==> config.mk <==
export PLATFORM = sky130hd
export DESIGN_NAME = doubly_linked_list_engine
export DESIGN_NICKNAME = d
export VERILOG_FILES = /design/src/rtl/dll_pkg.sv /design/src/rtl/dll_ram.sv /design/src/rtl/doubly_linked_list_engine.sv
export SDC_FILE = /design/constraint.sdc
export NUM_CORES = 1
export LEC_CHECK = 0
export ABC_AREA = 1
export BUFFER_PORTS_ARGS = -buffer_cell sky130_fd_sc_hd__buf_2
export CORE_MARGIN = 5
export CORE_UTILIZATION = 35
export DETAILED_ROUTE_END_ITERATION = 6
export PLACE_DENSITY = 0.58
export SKIP_CTS_REPAIR_TIMING = 1
export SLEW_MARGIN = 40
export SYNTH_ARGS = -nofsm -noshare
export SYNTH_HDL_FRONTEND = slang
export SYNTH_SLANG_ARGS = --single-unit
==> constraint.sdc <==
create_clock -name clock -period 5.4 [get_ports clock]
set_clock_uncertainty 0.2 [all_clocks]
set_input_delay 0.27 -clock clock [delete_from_list [all_inputs] [get_ports clock]]
set_output_delay 0.27 -clock clock [all_outputs]
set_load 0.01 [all_outputs]
==> src/rtl/dll_pkg.sv <==
// ----------------------------------------------------------------------------
// Doubly linked list engine package
// Shared constants for the list engine: request codes, status codes and the
// default pool size.
// ----------------------------------------------------------------------------
package dll_pkg;

   localparam int DEFAULT_CAPACITY = 16;

   localparam int FUNC_W   = 3;
   localparam int STATUS_W = 2;
   localparam int DATA_W   = 32;

   // Request codes.
   localparam logic [FUNC_W-1:0] FUNC_CLEAR      = 3'd0;
   localparam logic [FUNC_W-1:0] FUNC_PUSH_FRONT = 3'd1;
   localparam logic [FUNC_W-1:0] FUNC_PUSH_BACK  = 3'd2;
   localparam logic [FUNC_W-1:0] FUNC_INS_BEFORE = 3'd3;
   localparam logic [FUNC_W-1:0] FUNC_INS_AFTER  = 3'd4;
   localparam logic [FUNC_W-1:0] FUNC_POP_FRONT  = 3'd5;
   localparam logic [FUNC_W-1:0] FUNC_POP_BACK   = 3'd6;
   localparam logic [FUNC_W-1:0] FUNC_LIST       = 3'd7;

   // Status codes.
   localparam logic [STATUS_W-1:0] ST_OK        = 2'd0;
   localparam logic [STATUS_W-1:0] ST_FULL      = 2'd1;
   localparam logic [STATUS_W-1:0] ST_EMPTY     = 2'd2;
   localparam logic [STATUS_W-1:0] ST_NOT_FOUND = 2'd3;

endpackage

==> src/rtl/dll_ram.sv <==
// ----------------------------------------------------------------------------
// Generic RAM
// One write port and one read port with a registered read.
// ----------------------------------------------------------------------------
module dll_ram #(
   parameter int WIDTH = 32,
   parameter int DEPTH = 16
) (
   input  logic                     clock,
   input  logic                     wr_en,
   input  logic [$clog2(DEPTH)-1:0] wr_addr,
   input  logic [WIDTH-1:0]         wr_data,
   input  logic [$clog2(DEPTH)-1:0] rd_addr,
   output logic [WIDTH-1:0]         rd_data
);

   logic [WIDTH-1:0] mem_ff [DEPTH];
   logic [WIDTH-1:0] rd_data_ff;

   // Write and registered read.
   always_ff @(posedge clock) begin
      if (wr_en) begin
         mem_ff[wr_addr] <= wr_data;
      end
      rd_data_ff <= mem_ff[rd_addr];
   end

   assign rd_data = rd_data_ff;

endmodule

==> src/rtl/doubly_linked_list_engine.sv <==
// ----------------------------------------------------------------------------
// Doubly linked list engine
// Ordered list of signed 32-bit values in a pool of CAPACITY nodes with
// forward and backward links, driven by a small sequencer.
// ----------------------------------------------------------------------------
// Insert before/after searches for the key from the front, one node per compare;
// the search and the listing walk the links through the registered node memories.
// One request is in flight at a time; a new word is taken in the cycle after the
// last result is registered. Reset empties the list at once; no clearing pass.
module doubly_linked_list_engine
   #(
   parameter int CAPACITY = dll_pkg::DEFAULT_CAPACITY
) (
   input  logic                          clock,
   input  logic                          reset,
   input  logic                          req_valid,
   output logic                          req_stall,
   input  logic [dll_pkg::FUNC_W-1:0]    req_func,
   input  logic signed [dll_pkg::DATA_W-1:0] req_value,
   input  logic signed [dll_pkg::DATA_W-1:0] req_key,
   output logic                          rsp_valid,
   input  logic                          rsp_stall,
   output logic [dll_pkg::STATUS_W-1:0]  rsp_status,
   output logic signed [dll_pkg::DATA_W-1:0] rsp_data,
   output logic                          rsp_last
);
   import dll_pkg::*;

   localparam int PW = $clog2(CAPACITY + 1);
   localparam int AW = $clog2(CAPACITY);
   localparam logic [PW-1:0] NIL = PW'(CAPACITY);

   localparam logic [3:0] S_IDLE     = 4'd0;
   localparam logic [3:0] S_DISPATCH = 4'd1;
   localparam logic [3:0] S_ALLOC    = 4'd2;
   localparam logic [3:0] S_LINK1    = 4'd3;
   localparam logic [3:0] S_LINK2    = 4'd4;
   localparam logic [3:0] S_SRCH_RD  = 4'd5;
   localparam logic [3:0] S_SRCH_CMP = 4'd6;
   localparam logic [3:0] S_POP_RD   = 4'd7;
   localparam logic [3:0] S_POP      = 4'd8;
   localparam logic [3:0] S_LIST_RD  = 4'd9;
   localparam logic [3:0] S_LIST_EM  = 4'd10;
   localparam logic [3:0] S_FINISH   = 4'd11;

   logic [3:0]           state_ff, state_in;
   logic [FUNC_W-1:0]    func_ff, func_in;
   logic [DATA_W-1:0]    value_ff, value_in;
   logic [DATA_W-1:0]    key_ff, key_in;
   logic [PW-1:0]        head_ff, head_in, tail_ff, tail_in;
   logic [PW-1:0]        count_ff, count_in, bump_ff, bump_in, fsp_ff, fsp_in;
   logic [PW-1:0]        p_ff, p_in, n_ff, n_in, a_ff, a_in, b_ff, b_in;
   logic [STATUS_W-1:0]  res_st_ff, res_st_in;
   logic [DATA_W-1:0]    res_data_ff, res_data_in;
   logic                 rsp_valid_ff, rsp_valid_in, rsp_last_ff, rsp_last_in;
   logic [STATUS_W-1:0]  rsp_status_ff, rsp_status_in;
   logic [DATA_W-1:0]    rsp_data_ff, rsp_data_in;

   logic              data_we, next_we, prev_we, free_we;
   logic [AW-1:0]     data_wa, next_wa, prev_wa, free_wa, free_ra;
   logic [DATA_W-1:0] data_wd, data_rd;
   logic [PW-1:0]     next_wd, prev_wd, free_wd, next_rd, prev_rd, free_rd;
   logic              can_emit, key_hit;

   // Node memories, read at the current walk pointer.
   dll_ram #(.WIDTH(DATA_W), .DEPTH(CAPACITY)) u_data (
      .clock(clock), .wr_en(data_we), .wr_addr(data_wa), .wr_data(data_wd),
      .rd_addr(p_ff[AW-1:0]), .rd_data(data_rd));
   dll_ram #(.WIDTH(PW), .DEPTH(CAPACITY)) u_next (
      .clock(clock), .wr_en(next_we), .wr_addr(next_wa), .wr_data(next_wd),
      .rd_addr(p_ff[AW-1:0]), .rd_data(next_rd));
   dll_ram #(.WIDTH(PW), .DEPTH(CAPACITY)) u_prev (
      .clock(clock), .wr_en(prev_we), .wr_addr(prev_wa), .wr_data(prev_wd),
      .rd_addr(p_ff[AW-1:0]), .rd_data(prev_rd));

   // Stack of released nodes; never-used nodes come from the bump counter.
   assign free_ra = fsp_ff[AW-1:0] - AW'(1);
   dll_ram #(.WIDTH(PW), .DEPTH(CAPACITY)) u_free (
      .clock(clock), .wr_en(free_we), .wr_addr(free_wa), .wr_data(free_wd),
      .rd_addr(free_ra), .rd_data(free_rd));

   assign can_emit  = !rsp_valid_ff || !rsp_stall;
   assign key_hit   = (data_rd == key_ff);
   assign req_stall = (state_ff != S_IDLE);

   // Sequencer.
   always_comb begin
      state_in = state_ff;   func_in = func_ff;   value_in = value_ff;
      key_in = key_ff;       head_in = head_ff;   tail_in = tail_ff;
      count_in = count_ff;   bump_in = bump_ff;   fsp_in = fsp_ff;
      p_in = p_ff;  n_in = n_ff;  a_in = a_ff;  b_in = b_ff;
      res_st_in = res_st_ff; res_data_in = res_data_ff;
      rsp_valid_in = rsp_valid_ff && rsp_stall;
      rsp_status_in = rsp_status_ff; rsp_data_in = rsp_data_ff;
      rsp_last_in = rsp_last_ff;
      data_we = 1'b0; data_wa = n_ff[AW-1:0]; data_wd = value_ff;
      next_we = 1'b0; next_wa = n_ff[AW-1:0]; next_wd = b_ff;
      prev_we = 1'b0; prev_wa = n_ff[AW-1:0]; prev_wd = a_ff;
      free_we = 1'b0; free_wa = fsp_ff[AW-1:0]; free_wd = p_ff;
      case (state_ff)
         S_IDLE: begin
            if (req_valid) begin
               func_in = req_func; value_in = req_value; key_in = req_key;
               state_in = S_DISPATCH;
            end
         end
         S_DISPATCH: begin
            res_st_in = ST_OK; res_data_in = '0;
            state_in = S_FINISH;
            case (func_ff)
               FUNC_CLEAR: begin
                  head_in = NIL; tail_in = NIL; count_in = '0;
                  bump_in = '0;  fsp_in = '0;
               end
               FUNC_PUSH_FRONT, FUNC_PUSH_BACK: begin
                  a_in = (func_ff == FUNC_PUSH_FRONT) ? NIL : tail_ff;
                  b_in = (func_ff == FUNC_PUSH_FRONT) ? head_ff : NIL;
                  if (count_ff == NIL) res_st_in = ST_FULL;
                  else state_in = S_ALLOC;
               end
               FUNC_INS_BEFORE, FUNC_INS_AFTER: begin
                  p_in = head_ff;
                  if (count_ff == NIL) res_st_in = ST_FULL;
                  else if (head_ff == NIL) res_st_in = ST_EMPTY;
                  else state_in = S_SRCH_RD;
               end
               FUNC_POP_FRONT, FUNC_POP_BACK: begin
                  p_in = (func_ff == FUNC_POP_FRONT) ? head_ff : tail_ff;
                  if (p_in == NIL) res_st_in = ST_EMPTY;
                  else state_in = S_POP_RD;
               end
               default: begin
                  p_in = head_ff;
                  if (head_ff == NIL) res_st_in = ST_EMPTY;
                  else state_in = S_LIST_RD;
               end
            endcase
         end
         S_SRCH_RD: state_in = S_SRCH_CMP;
         S_SRCH_CMP: begin
            // One compare per node walked from the front.
            if (key_hit) begin
               a_in = (func_ff == FUNC_INS_BEFORE) ? prev_rd : p_ff;
               b_in = (func_ff == FUNC_INS_BEFORE) ? p_ff : next_rd;
               state_in = S_ALLOC;
            end else if (next_rd == NIL) begin
               res_st_in = ST_NOT_FOUND;
               state_in = S_FINISH;
            end else begin
               p_in = next_rd;
               state_in = S_SRCH_RD;
            end
         end
         S_ALLOC: begin
            if (fsp_ff != '0) begin
               n_in = free_rd; fsp_in = fsp_ff - PW'(1);
            end else begin
               n_in = bump_ff; bump_in = bump_ff + PW'(1);
            end
            state_in = S_LINK1;
         end
         S_LINK1: begin
            data_we = 1'b1; next_we = 1'b1; prev_we = 1'b1;
            state_in = S_LINK2;
         end
         S_LINK2: begin
            // Hook the new node into its neighbors or the ends.
            if (a_ff != NIL) begin
               next_we = 1'b1; next_wa = a_ff[AW-1:0]; next_wd = n_ff;
            end else head_in = n_ff;
            if (b_ff != NIL) begin
               prev_we = 1'b1; prev_wa = b_ff[AW-1:0]; prev_wd = n_ff;
            end else tail_in = n_ff;
            count_in = count_ff + PW'(1);
            res_st_in = ST_OK;
            state_in = S_FINISH;
         end
         S_POP_RD: state_in = S_POP;
         S_POP: begin
            // Unlink the end node and return it to the stack.
            if (prev_rd != NIL) begin
               next_we = 1'b1; next_wa = prev_rd[AW-1:0]; next_wd = next_rd;
            end else head_in = next_rd;
            if (next_rd != NIL) begin
               prev_we = 1'b1; prev_wa = next_rd[AW-1:0]; prev_wd = prev_rd;
            end else tail_in = prev_rd;
            free_we = 1'b1;
            fsp_in = fsp_ff + PW'(1);
            count_in = count_ff - PW'(1);
            res_st_in = ST_OK; res_data_in = data_rd;
            state_in = S_FINISH;
         end
         S_LIST_RD: state_in = S_LIST_EM;
         S_LIST_EM: begin
            if (can_emit) begin
               rsp_valid_in = 1'b1; rsp_status_in = ST_OK;
               rsp_data_in = data_rd; rsp_last_in = (next_rd == NIL);
               p_in = next_rd;
               state_in = (next_rd == NIL) ? S_IDLE : S_LIST_RD;
            end
         end
         S_FINISH: begin
            if (can_emit) begin
               rsp_valid_in = 1'b1; rsp_status_in = res_st_ff;
               rsp_data_in = res_data_ff; rsp_last_in = 1'b1;
               state_in = S_IDLE;
            end
         end
         default: state_in = S_IDLE;
      endcase
   end

   // Control registers.
   always_ff @(posedge clock) begin
      if (reset) begin
         state_ff <= S_IDLE; head_ff <= NIL; tail_ff <= NIL;
         count_ff <= '0; bump_ff <= '0; fsp_ff <= '0; rsp_valid_ff <= 1'b0;
      end else begin
         state_ff <= state_in; head_ff <= head_in; tail_ff <= tail_in;
         count_ff <= count_in; bump_ff <= bump_in; fsp_ff <= fsp_in;
         rsp_valid_ff <= rsp_valid_in;
      end
   end

   // Payload registers.
   always_ff @(posedge clock) begin
      func_ff <= func_in; value_ff <= value_in; key_ff <= key_in;
      p_ff <= p_in; n_ff <= n_in; a_ff <= a_in; b_ff <= b_in;
      res_st_ff <= res_st_in; res_data_ff <= res_data_in;
      rsp_status_ff <= rsp_status_in; rsp_data_ff <= rsp_data_in;
      rsp_last_ff <= rsp_last_in;
   end

   assign rsp_valid  = rsp_valid_ff;
   assign rsp_status = rsp_status_ff;
   assign rsp_data   = rsp_data_ff;
   assign rsp_last   = rsp_last_ff;

endmodule

==> run_results.csv, run 1 <==
group,metric,value,unit
clock_network,clk_latency,690,ps
drt,wire_per_inst,20.95,um
final_layout,fin_nets,3300,
yosys,async_reset_ff_share,0,%
die,die_y,347,um
placed_design,place_inst,4539,
sta,post-route-period-util,59.12,%
worst_hold_path,hp-class,"input pin to flip-flop",
global_routing,grt_max_degree,143,
global_routing,grt_pass1_wl,149.6,mm
sta,worstMarginPinSlew,795.2,ps
die,die_area,0.1204,mm2
placed_design,numPortBuffers,107,
global_routing,grt.overflow.total,0,
yosys,synth_nets,3106,
drt,viasPerCell,5.052,
yosys,yosysWarningCount,0,
die,io_pins,108,
sta,fin_tns_setup,0,ps
power_and_ir_drop,p_leak,0.01645,uW
final_layout,regArea,0.02881,mm2
worst_setup_path,critPathLaunchType,"flip-flop",
drt,drc_errors,0,
worst_setup_path,cpMostUsedCell,"nand2_1",
clock_network,clk_path_buf_depth,3,
yosys,synth_top_cell_by_area,"edfxtp_1",
yosys,synth_cell_types,49,
worst_setup_path,path_cells,"nor2_4, nand2_2, inv_2, nand2_1, nand2_1, a31oi_1, a21oi_2, nand3_1, nor3_1",
clock_network,ctsHtreeMaxLevel,3,
yosys,synth_edf_count,908,
sta,min_period,3192,ps
final_layout,antennaDiodeCount,0,
yosys,syn_inst,3021,
clock_network,cts_tree,"done",
worst_setup_path,path_class,"flip-flop to flip-flop",
clock_network,cts.clk_slew.worst_paths,70,ps
sta,final-max-slew-violation-count,0,
yosys,ys.flop_type,"edfxtp_1",
clock_network,cts-root-buf,"clkbuf_16",
worst_setup_path,cpPeakStageDelay,600,ps
yosys,synth_top_cell_area_share,68.60,%
yosys,ys_seq_area_share,72.47,%
worst_setup_path,crit_buf_inv,1,
yosys,yosysMostFrequentCell,"edfxtp_1",
sta,max_freq,313.3,MHz
drt,drtAntennaViolNets,0,
sta,rsz0062_at_grt,"no",
yosys,synthTopCellsByCount,"edfxtp_1 (908), o21ai_0 (306), inv_1 (298)",
drt,drtPass1Iterations,6,
clock_network,clock-sinks,985,
sta,timing.final.hold_violations,0,
sta,finalSetupViolCount,0,
yosys,syn_area,0.03975,mm2
final_layout,area_growth,17.46,%
drt,routed_wirelength,100.7,mm
placed_design,place_hpwl,64.52,mm
placed_design,gp_congestion,0.9011,
worst_setup_path,worstSetupEndpointType,"flip-flop",
die,start_util,35.28,%
run,cap_viol_max_count,0,
worst_setup_path,worstPathRequired,5470,ps
final_layout,multi_input_area,0.009390,mm2
die,core-area,0.1127,mm2
drt,drt_iter0_drc,2209,
yosys,netlist_top_cells_area,"edfxtp_1 (69%), mux2i_1 (4.4%), dfxtp_1 (3.9%), o21ai_0 (3.9%), o211ai_1 (3.3%)",
outcome,status,"finished, final reports clean",
clock_network,numCtsBuffers,103,
worst_setup_path,cp_max_fo,27,
final_layout,fillers,10340,
power_and_ir_drop,p_per_area,503.4,mW/mm2
global_routing,grt_pass1_vias,23100,
worst_setup_path,cp_top_family,"simple AND/OR/NAND/NOR gates",
yosys,yosys_register_bits,985,
die,die_w,347,um
power_and_ir_drop,vdd_drop_max,295.4,uV
final_layout,layout-drive-gt1-share,12.34,%
global_routing,antenna_found_initial,8,
sta,fin_hold_ws,89.52,ps
yosys,syn_area_per_cell,13.16,um2
drt,num_vias,24280,
sta,slew_headroom,46.91,%
die,num_rows,123,
global_routing,grt_usage,16.18,%
worst_setup_path,slowest_stage,"nor3_1",
final_layout,stdcell_count,4805,
worst_setup_path,cp.arrival,3260,ps
[power by group]
part           internal, uW  switching [uW]  leakage [uW]
sequential             9650             753       0.00886
clock                  3990            2960       0.00164
combinational          1880            4270       0.00594
total                 15500            7990        0.0164
[path summary, 6_finish.rpt]
check / slack (ps) / start / cells past startpoint / end
max: 2210 / state_ff[0]$_SDFFE_PP0P_ / 9 / u_next.mem_ff[14][4]$_DFFE_PP_
max reg2reg: 2210 / state_ff[0]$_SDFFE_PP0P_ / 9 / u_next.mem_ff[14][4]$_DFFE_PP_
min reg2reg: 290 / count_ff[2]$_SDFFE_PP0P_ / 2 / count_ff[2]$_SDFFE_PP0P_
min: 90 / req_key[9] / 2 / key_ff[9]$_DFFE_PP_
[stage by stage]
stage / worst slack, ps / area, um2 / power, uW / utilization [%]
2_1_floorplan: 1124 / 39750 / 14220 / -
3_3_place_gp: 2291 / 42150 / 16570 / 37.41
3_5_place_dp: 2274 / 42560 / 16690 / 37.78
4_1_cts: 2223 / 45930 / 23650 / 40.77
5_1_grt: 1970 / 46690 / 24680 / 41.45
6_report: 2208 / 46690 / 23500 / 41.45
[cell families after synthesis]
logic type / synth area share, %
multiplexers: 4.382
AO/OA/AOI/OAI: 11.32
XOR/XNOR: 0.6831
flip-flops: 72.47
adder cells (fa/ha/maj): 0.4784
buffers and inverters: 4.564
AND/OR/NAND/NOR: 6.100
[layout by cell type, fill, tap and decap left out, types with 30 or more instances in the layout]
cell	n
edfxtp_1	908
o21ai_0	306
inv_1	298
nand2_1	243
nor2_1	195
a21oi_1	192
mux2i_1	174
o211ai_1	173
buf_2	107
clkbuf_16	104
nand3_1	78
dfxtp_1	77
dlygate4sd3_1	70
buf_4	41
clkbuf_1	30
[final cells by class]
class	instances	area share, %
Clock buffer	147	6.174
Timing Repair Buffer	244	4.419
Multi-Input combinational cell	1567	20.11
Tap cell	1500	4.020
Sequential cell	985	61.70
Clock inverter	48	1.034
Inverter	314	2.540
[worst reg2reg max path, cell delays in order (launching register included)]
cell and delay [ps]:
dfxtp_1 390, nor2_4 190, nand2_2 110, inv_2 420, nand2_1 280, nand2_1 120
a31oi_1 60, a21oi_2 230, nand3_1 170, nor3_1 600
[metal layers]
layer  wire length (um)  GRT usage, %  vias up
met5                  0             0        -
met1              45270         22.84    12020
li1                   -             -    11390
met4               1994         4.101        0
met2              47950         26.37      732
met3               5470         2.552      135
[flip-flops by register name, summed over array words and instances, names as in the netlist, 32 cells and up]
signal / cells
rsp_data: 32
data_wd: 32
u_data.rd_data: 32
u_next.mem_ff: 80
u_prev.mem_ff: 80
u_data.mem_ff: 512
u_free.mem_ff: 80
key_ff: 32
res_data_ff: 32
(Power assumes the default switching activity.)
==> inputs of run 2 (changes only) <==
clock period = 3 ns   (was 5.4 ns; I/O delays follow)
==> run_results.csv, run 2 (same netlist as run 1, synthesis figures left out) <==
group,metric,value,unit
global_routing,grt_pass1_wl,145.8,mm
power_and_ir_drop,p_per_area,893.0,mW/mm2
clock_network,ctsHtreeMaxLevel,3,
worst_hold_path,hp-class,"input pin to flip-flop",
clock_network,numCtsBuffers,102,
drt,viasPerCell,4.981,
worst_setup_path,worstSetupEndpointType,"flip-flop",
die,die_y,347,um
power_and_ir_drop,p_leak,0.01673,uW
clock_network,clock-sinks,985,
worst_setup_path,path_class,"flip-flop to flip-flop",
sta,final-max-slew-violation-count,0,
outcome,status,"finished, final reports clean",
sta,min_period,2869,ps
sta,fin_hold_ws,13.48,ps
clock_network,cts-root-buf,"clkbuf_16",
drt,drt_iter0_drc,2052,
sta,slew_headroom,51.59,%
die,die_w,347,um
final_layout,fillers,10320,
placed_design,numPortBuffers,107,
final_layout,largest_reg_flops,512,
worst_setup_path,cp_max_fo,18,
final_layout,layout-drive-gt1-share,12.44,%
global_routing,grt_max_degree,93,
clock_network,cts_tree,"done",
run,cap_viol_max_count,0,
placed_design,place_hpwl,57.86,mm
global_routing,grt.overflow.total,0,
final_layout,area_growth,18.90,%
final_layout,largest-register,"u_data.mem_ff",
sta,fin_tns_setup,0,ps
final_layout,final_area,0.04726,mm2
sta,rsz0062_at_grt,"no",
die,start_util,35.28,%
power_and_ir_drop,vdd_drop_max,892.7,uV
placed_design,place_inst,4561,
drt,drtAntennaViolNets,0,
global_routing,grt_pass1_vias,23130,
clock_network,cts.clk_slew.worst_paths,60,ps
worst_setup_path,critPathLaunchType,"flip-flop",
clock_network,clk_latency,700,ps
placed_design,gp_congestion,0.8793,
sta,finalSetupViolCount,0,
drt,routed_wirelength,98.41,mm
global_routing,antenna_found_initial,4,
worst_setup_path,r2r_slack,130,ps
placed_design,place_area,0.04275,mm2
sta,worstMarginPinSlew,725.1,ps
die,io_pins,108,
final_layout,fin_nets,3365,
worst_setup_path,worstPathRequired,3100,ps
drt,drc_errors,0,
drt,drtPass1Iterations,5,
die,num_rows,123,
global_routing,grt_usage,15.81,%
die,core-area,0.1127,mm2
worst_setup_path,cp.arrival,2960,ps
drt,num_vias,24250,
final_layout,final_common_cell,"edfxtp_1",
sta,timing.final.hold_violations,0,
die,die_area,0.1204,mm2
drt,wire_per_inst,20.22,um
clock_network,clk_path_buf_depth,3,
final_layout,final_cell_mix,"edfxtp_1 (908), o21ai_0 (306), inv_1 (298)",
sta,max_freq,348.6,MHz
final_layout,stdcell_count,4868,
sta,post-route-period-util,95.62,%
## run 2: changes by cell type in the layout (fill, tap and decap cells not counted), sizes merged
cell / before / now
inv: 319 / 318
clkbuf: 148 / 150
dlygate4sd3: 70 / 115
buf: 173 / 195
clkinv: 35 / 32
clkinvlp: 3 / 1
bufinv: 5 / 4
diode: 0 / 1
## run 2: critical path, stage by stage (launching register included)
cell	delay, ps
dfxtp_1	390
inv_2	80
nor2_4	120
nand2_2	120
inv_2	280
nand2_2	110
nand2_1	80
a31oi_1	50
a21oi_1	390
nand2_1	200
nor2_1	450
## run 2: layer usage
layer | vias to the layer above | routed length, um | track usage (%)
met5 | - | 13 | 0
met3 | 151 | 6106 | 2.729
met1 | 11890 | 43990 | 22.08
met4 | 2 | 2189 | 4.417
li1 | 11520 | - | -
met2 | 692 | 46110 | 25.63
## run 2: area by class of cell
cell class,instances,area [um2],area share (%)
antenna,1,2.502,0.005295
multi-input combinational,1567,9285,19.65
inverter,314,1186,2.510
clock inverter,41,426.7,0.9028
tap,1500,1877,3.971
sequential,985,28810,60.95
clock buffer,150,2913,6.163
timing repair buffer,310,2764,5.848
## run 2: final timing paths
| kind | startpoint | endpoint | depth (start not counted) |
|---|---|---|---|
| max reg2reg | state_ff[3]$_SDFFE_PP0P_ | u_prev.mem_ff[14][0]$_DFFE_PP_ | 10 |
| max | state_ff[3]$_SDFFE_PP0P_ | u_prev.mem_ff[14][0]$_DFFE_PP_ | 10 |
| min | req_key[18] | key_ff[18]$_DFFE_PP_ | 2 |
| min reg2reg | count_ff[2]$_SDFFE_PP0P_ | count_ff[2]$_SDFFE_PP0P_ | 2 |
## run 2: metrics by stage
step / util, % / setup WS (ps) / power [uW]
final: 41.95 / 131.3 / 42200
after global routing: 41.95 / 4.630 / 44420
after CTS: 40.92 / 200.4 / 42420
after detailed placement: 37.95 / 230.3 / 29970
after global placement: 37.95 / 300.1 / 29870
after floorplan: - / -60.31 / 25580
## run 2: power breakdown
group / total [uW] / switching, uW / internal (uW)
sequential: 18500 / 1180 / 17400
clock: 12400 / 5260 / 7120
combinational: 11300 / 7680 / 3610
